**config.mk**
```make
export PLATFORM = sky130hd
export DESIGN_NAME = scws_ctrl
export DESIGN_NICKNAME = d
export VERILOG_FILES = /design/src/sv/scws_pkg.sv /design/src/sv/scws_ctrl.sv
export SDC_FILE = /design/constraint.sdc
export NUM_CORES = 1
export LEC_CHECK = 0
export ABC_CLOCK_PERIOD_IN_PS = 2300
export BUFFER_PORTS_ARGS = -buffer_cell sky130_fd_sc_hd__buf_2
export CAP_MARGIN = 15
export CORE_AREA = 2 2 63 65
export CTS_BUF_LIST = sky130_fd_sc_hd__clkbuf_8
export CTS_CLUSTER_SIZE = 16
export DETAILED_ROUTE_END_ITERATION = 16
export DIE_AREA = 0 0 65 67
export PLACE_DENSITY = 0.63
export SLEW_MARGIN = 20
export SYNTH_ARGS = -nofsm -noshare
export SYNTH_HDL_FRONTEND = slang
export SYNTH_SLANG_ARGS = --single-unit
export TNS_END_PERCENT = 1
```
**constraint.sdc**
```tcl
create_clock -name clk_i -period 2.3 [get_ports clk_i]
set_input_delay 0.115 -clock clk_i [delete_from_list [all_inputs] [get_ports clk_i]]
set_output_delay 0.115 -clock clk_i [all_outputs]
set_load 0.02 [all_outputs]
```
**src/sv/scws_pkg.sv**
```systemverilog
`timescale 1ns / 1ps
// shared types and constants for the scaled channel window statistics block
// no dependencies

package scws_pkg;

  localparam int unsigned VAL_W    = 32;
  localparam int unsigned SD_W     = 31;
  localparam int unsigned CNT_W    = 7;
  localparam int unsigned ROOT_W   = 31;
  localparam int unsigned RAD_W    = 62;
  localparam int unsigned ADDR_W   = 5;
  localparam int unsigned DATA_W   = 32;
  localparam int unsigned SQCNT_W  = 5;
  localparam logic [SD_W-1:0] SD_MAX = 31'h7fffffff;

  typedef enum logic [2:0] {
    REG_RAW_MIN       = 3'd0,
    REG_RAW_MAX       = 3'd1,
    REG_VALUE_MIN     = 3'd2,
    REG_VALUE_MAX     = 3'd3,
    REG_RANGE_LOW     = 3'd4,
    REG_RANGE_HIGH    = 3'd5,
    REG_RANGE_CHECK   = 3'd6,
    REG_WINDOW_LENGTH = 3'd7
  } reg_idx_e;

  typedef enum logic [1:0] {
    DIV_SCALE = 2'd0,
    DIV_MEAN  = 2'd1,
    DIV_VAR   = 2'd2
  } div_sel_e;

  typedef struct packed {
    logic signed [VAL_W-1:0] value_min;
    logic signed [VAL_W-1:0] value_max;
    logic signed [VAL_W-1:0] range_low;
    logic signed [VAL_W-1:0] range_high;
    logic                    check_on;
    logic [CNT_W-1:0]        window_length;
  } cfg_t;

  typedef struct packed {
    logic     load;
    logic     mul;
    logic     clear;
    logic     store;
    logic     scan_init;
    logic     sum_acc;
    logic     sq_e;
    logic     sq_p0;
    logic     sq_p1;
    logic     sq_p2;
    logic     sq_p3;
    logic     div_start;
    div_sel_e div_sel;
    logic     sqrt_step;
    logic     emit;
  } cmd_t;

  typedef struct packed {
    logic is_clear;
    logic zero_span;
    logic stats_go;
    logic last;
    logic div_done;
    logic sqrt_last;
  } st_t;

endpackage

```
**src/sv/scws_ctrl.sv**
```systemverilog
`timescale 1ns / 1ps
// sequencer for scaling, window scans, division and square root
// depends on scws_pkg

module scws_ctrl (
  input  logic          clk_i,
  input  logic          rst_ni,
  input  logic          in_valid_i,
  output logic          in_ready_o,
  input  logic          out_ready_i,
  output logic          out_valid_o,
  input  scws_pkg::st_t st_i,
  output scws_pkg::cmd_t cmd_o
);
  import scws_pkg::*;

  typedef enum logic [20:0] {
    S_IDLE    = 21'h000001,
    S_MUL     = 21'h000002,
    S_SDIV_GO = 21'h000004,
    S_SDIV_W  = 21'h000008,
    S_STORE   = 21'h000010,
    S_CHECK   = 21'h000020,
    S_SUM_A   = 21'h000040,
    S_SUM_B   = 21'h000080,
    S_MDIV_GO = 21'h000100,
    S_MDIV_W  = 21'h000200,
    S_SQ_A    = 21'h000400,
    S_SQ_E    = 21'h000800,
    S_SQ_P0   = 21'h001000,
    S_SQ_P1   = 21'h002000,
    S_SQ_P2   = 21'h004000,
    S_SQ_P3   = 21'h008000,
    S_VDIV_GO = 21'h010000,
    S_VDIV_W  = 21'h020000,
    S_SQRT    = 21'h040000,
    S_CLEAR   = 21'h080000,
    S_DONE    = 21'h100000
  } state_e;

  state_e state_q, state_d;
  logic   out_valid_q, out_valid_d;

  always_comb begin
    state_d     = state_q;
    cmd_o       = '0;
    cmd_o.div_sel = DIV_SCALE;
    in_ready_o  = 1'b0;
    out_valid_d = out_valid_q && !out_ready_i;
    case (state_q)
      S_IDLE: begin
        in_ready_o = 1'b1;
        if (in_valid_i) begin
          cmd_o.load = 1'b1;
          state_d    = S_MUL;
        end
      end
      S_MUL: begin
        cmd_o.mul = 1'b1;
        if (st_i.is_clear)       state_d = S_CLEAR;
        else if (st_i.zero_span) state_d = S_STORE;
        else                     state_d = S_SDIV_GO;
      end
      S_SDIV_GO: begin
        cmd_o.div_start = 1'b1;
        state_d = S_SDIV_W;
      end
      S_SDIV_W: begin
        if (st_i.div_done) state_d = S_STORE;
      end
      S_STORE: begin
        cmd_o.store = 1'b1;
        state_d = S_CHECK;
      end
      S_CHECK: begin
        cmd_o.scan_init = 1'b1;
        state_d = st_i.stats_go ? S_SUM_A : S_DONE;
      end
      S_SUM_A: state_d = S_SUM_B;
      S_SUM_B: begin
        cmd_o.sum_acc = 1'b1;
        state_d = st_i.last ? S_MDIV_GO : S_SUM_A;
      end
      S_MDIV_GO: begin
        cmd_o.div_start = 1'b1;
        cmd_o.div_sel   = DIV_MEAN;
        cmd_o.scan_init = 1'b1;
        state_d = S_MDIV_W;
      end
      S_MDIV_W: begin
        cmd_o.div_sel = DIV_MEAN;
        if (st_i.div_done) state_d = S_SQ_A;
      end
      S_SQ_A: state_d = S_SQ_E;
      S_SQ_E: begin
        cmd_o.sq_e = 1'b1;
        state_d = S_SQ_P0;
      end
      S_SQ_P0: begin
        cmd_o.sq_p0 = 1'b1;
        state_d = S_SQ_P1;
      end
      S_SQ_P1: begin
        cmd_o.sq_p1 = 1'b1;
        state_d = S_SQ_P2;
      end
      S_SQ_P2: begin
        cmd_o.sq_p2 = 1'b1;
        state_d = S_SQ_P3;
      end
      S_SQ_P3: begin
        cmd_o.sq_p3 = 1'b1;
        state_d = st_i.last ? S_VDIV_GO : S_SQ_A;
      end
      S_VDIV_GO: begin
        cmd_o.div_start = 1'b1;
        cmd_o.div_sel   = DIV_VAR;
        state_d = S_VDIV_W;
      end
      S_VDIV_W: begin
        cmd_o.div_sel = DIV_VAR;
        if (st_i.div_done) state_d = S_SQRT;
      end
      S_SQRT: begin
        cmd_o.sqrt_step = 1'b1;
        if (st_i.sqrt_last) state_d = S_DONE;
      end
      S_CLEAR: begin
        cmd_o.clear = 1'b1;
        state_d = S_DONE;
      end
      S_DONE: begin
        // result slot frees up when the waiting item is taken
        if (!out_valid_q || out_ready_i) begin
          cmd_o.emit  = 1'b1;
          out_valid_d = 1'b1;
          state_d     = S_IDLE;
        end
      end
      default: state_d = S_IDLE;
    endcase
  end

  always_ff @(posedge clk_i or negedge rst_ni) begin
    if (!rst_ni) begin
      state_q     <= S_IDLE;
      out_valid_q <= 1'b0;
    end else begin
      state_q     <= state_d;
      out_valid_q <= out_valid_d;
    end
  end

  assign out_valid_o = out_valid_q;
endmodule

```
==> impl_metrics.json <==
{
  "status": "finished clean",
  "nFillCells": 347,
  "wl_per_cell_um": 15.9,
  "cap_violations": 0,
  "synth_xor_xnor_area_share": 0.0374,
  "slowest_delay_ps": 460,
  "worst_hold_slack_ps": 6.08,
  "rsz0062_at_grt": "true",
  "p_leak_nw": 0.929,
  "crit_chain": "nor4_4 -> buf_4 -> and4_2 -> nand2_2 -> nor4b_4 -> buf_4",
  "synthArstFlopShare": 1.00,
  "setup_tns_ps": 0,
  "io_buffers": 27,
  "max_freq_mhz": 442,
  "stdcell_count": 244,
  "cellPowerDensity_mw_per_mm2": 716,
  "cp_slowest_cell": "dfrtp_2",
  "ys.flop_type": "dfrtp_1",
  "n_antenna_cell": 0,
  "crit_family": "simple AND/OR/NAND/NOR gates",
  "place_worst_setup_slack_ps": 88.1,
  "hp-class": "in2reg",
  "r2r_end": "state_q[3]",
  "synth-adder-area-share": 0,
  "dr.pass1.iters": 4,
  "synth_top_family_by_area": "simple AND/OR/NAND/NOR gates",
  "vias_per_cell": 5.61,
  "synth_edf_count": 0,
  "wl_met2_mm": 1.93,
  "wl_met3_um": 215,
  "ys_seq_elements": 22,
  "antenna_found_initial": 0,
  "final_util": 0.530,
  "cts_tree": "done",
  "rr_startpoint": "state_q[14]",
  "placed_cells": 235,
  "synth_area_mm2": 0.00141,
  "rows": 22,
  "relSlewSlack": 0.663,
  "ys_top_cells_by_area": "dfrtp_1 37%, nor3b_1 7.5%, nor2_1 3.7%",
  "crit_type": "reg2out",
  "setup_viol": 0,
  "grt_usage": 0.193,
  "routed.top_layer": "met4",
  "cts_max_level": 1,
  "ys_warn_count": 0,
  "cts_buffers": 3,
  "clockBufferDepth": 2,
  "grt_max_degree": 23,
  "antenna_left": 0,
  "coreArea_mm2": 0.00361,
  "crit_fanout": 7,
  "skew_ps": 4.46,
  "place_congestion": 0.951,
  "arrival_ps": 2150,
  "syn-instance-count": 150,
  "grt_pass1_vias": 1306,
  "fin_ws_ps": 39.1,
  "fin_crit_sh": 0.983,
  "syn_nets": 160,
  "min_path_cells": 2,
  "place_hpwl_mm": 2.93,
  "syn2layout_area_growth_pct": 35.9,
  "worstHoldEndpoint": "state_q[2]",
  "r2r_setup_slack_ps": 150,
  "synth_compound_area_frac": 0.117,
  "synth_top_area_share": 0.374,
  "final_max_slew_viol_count": 0,
  "die_area_mm2": 0.00436,
  "crit_path_frequent_cell": "buf_4",
  "cts.clk_slew.worst_paths_ps": 80,
  "drc": 0,
  "finalHoldViolCount": 0,
  "die_y_um": 67,
  "die_x_um": 65,
  "drtIter0Drc": 67,
  "synth_mux_area_frac": 0,
  "seq_area_frac_synth": 0.392,
  "crit_buf_inv": 2,
  "critPathLaunchType": "flip-flop",
  "worstPathRequired_ps": 2180,
  "synthSimpleGateAreaFrac": 0.425,
  "yosys.cell_types.count": 52,
  "overflow": 0,
  "cp-end-kind": "output port",
  "routed_wl_mm": 3.89,
  "worst_pin_slew_ps": 505,
  "yosys.area.top_type": "dfrtp_1",
  "irDropWorstVdd_uv": 332,
  "clk_latency_ps": 270,
  "num_vias": 1368,
  "rr_worst_depth": 7,
  "wl_met1_mm": 1.69,
  "clock_sinks": 22,
  "drive_gt1_frac": 0.423,
  "final_nets": 207,
  "min_period_ps": 2260,
  "cts_root_buf": "clkbuf_8",
  "holdCritStartpoint": "st_i[4]",
  "initial_core_util": 0.390,
  "grt_pass1_wl_mm": 6.31,
  "io_pins": 28,
  "syn_avg_cell_area_um2": 9.38
}
==> power breakdown <==
part / internal, mW / switching (mW) / total, mW
Clock: 0.153 / 0.132 / 0.285
Sequential: 0.418 / 0.0376 / 0.456
Combinational: 0.251 / 0.375 / 0.627
Total: 0.822 / 0.545 / 1.37
==> sequential cells by signal, indices dropped and copies added, names as in the netlist <==
register,count
state_q,21
out_valid_o,1
==> worst max path at each step <==
stage / startpoint / to / depth (start not counted) / slack (ps)
floorplan: state_q[10] / state_q[6] / 7 / 130
global placement: state_q[10] / cmd_o[4] / 7 / 60
detailed placement: state_q[12] / cmd_o[4] / 5 / 90
CTS: state_q[6] / cmd_o[4] / 6 / 3
global route: state_q[14] / cmd_o[10] / 6 / -40
finish: state_q[14] / cmd_o[10] / 6 / 40
==> metal layers <==
| metal | vias up | track usage |
|---|---|---|
| met5 | - | 0 |
| met4 | 0 | 0.0638 |
| met3 | 4 | 0.0304 |
| met2 | 45 | 0.332 |
| met1 | 664 | 0.248 |
| li1 | 655 | - |
==> logic make-up after synthesis <==
family,after synthesis
AND/OR/NAND/NOR,92
AO/OA/AOI/OAI,22
flip-flops,22
buffers and inverters,8
XOR/XNOR,6
==> cell usage after synthesis, types with 2 or more instances <==
library cell / n
xor2_1: 4
o21ai_0: 3
nor2b_1: 2
nor3_1: 8
nor4b_1: 2
xnor2_1: 2
nor4_1: 4
a21o_1: 3
nand4_1: 5
dfrtp_1: 21
nand3_1: 7
nand2_1: 11
nand2b_1: 2
or4_1: 2
nor3b_1: 14
and2_1: 4
a31oi_1: 2
or3_1: 2
nor4_4: 2
inv_1: 5
nor2_1: 14
==> stage by stage <==
step	instance area, um^2	total power [mW]
floorplan	1410	0.832
global placement	1680	1.03
detailed placement	1680	1.03
CTS	1820	1.34
global route	1910	1.45
finish	1910	1.37
==> worst register-to-register path, delay by kind of cell (launching register included) <==
family          cells  cell delay [ps]
flops               1              460
compound gates      3              700
simple gates        3              750
buf+inv             1              180
==> final cells by class <==
type	instances	area [um^2]	share of cell area
Tap cell	48	60.1	0.0314
Clock buffer	4	55.1	0.0288
Sequential cell	22	559	0.293
Timing Repair Buffer	45	280	0.147
Multi-Input combinational cell	120	937	0.491
Inverter	5	18.8	0.00982
==> cells in the final DEF (no fill, tap or decap), drive strengths merged, types with 3 or more instances in the layout <==
cell	n
buf	44
dfrtp	21
nor3b	15
nor2	14
nand2	12
nor3	8
nand3	7
nor4	6
inv	5
nand4	5
and2	5
xor2	4
clkbuf	4
o21ai	4
or4	3
a21o	3
nor4b	3
nand2b	3
==> timing repair <==
action / in CTS / in global routing
buffers inserted: 2 / 2
endpoints found under the setup margin: 5 / 13
pin swaps: 1 / 4
gates resized for setup: 11 / 20
endpoints found under the hold margin: 21 / 0
hold buffers: 1 / 0
Note: power is estimated with default switching activity, not from simulation.
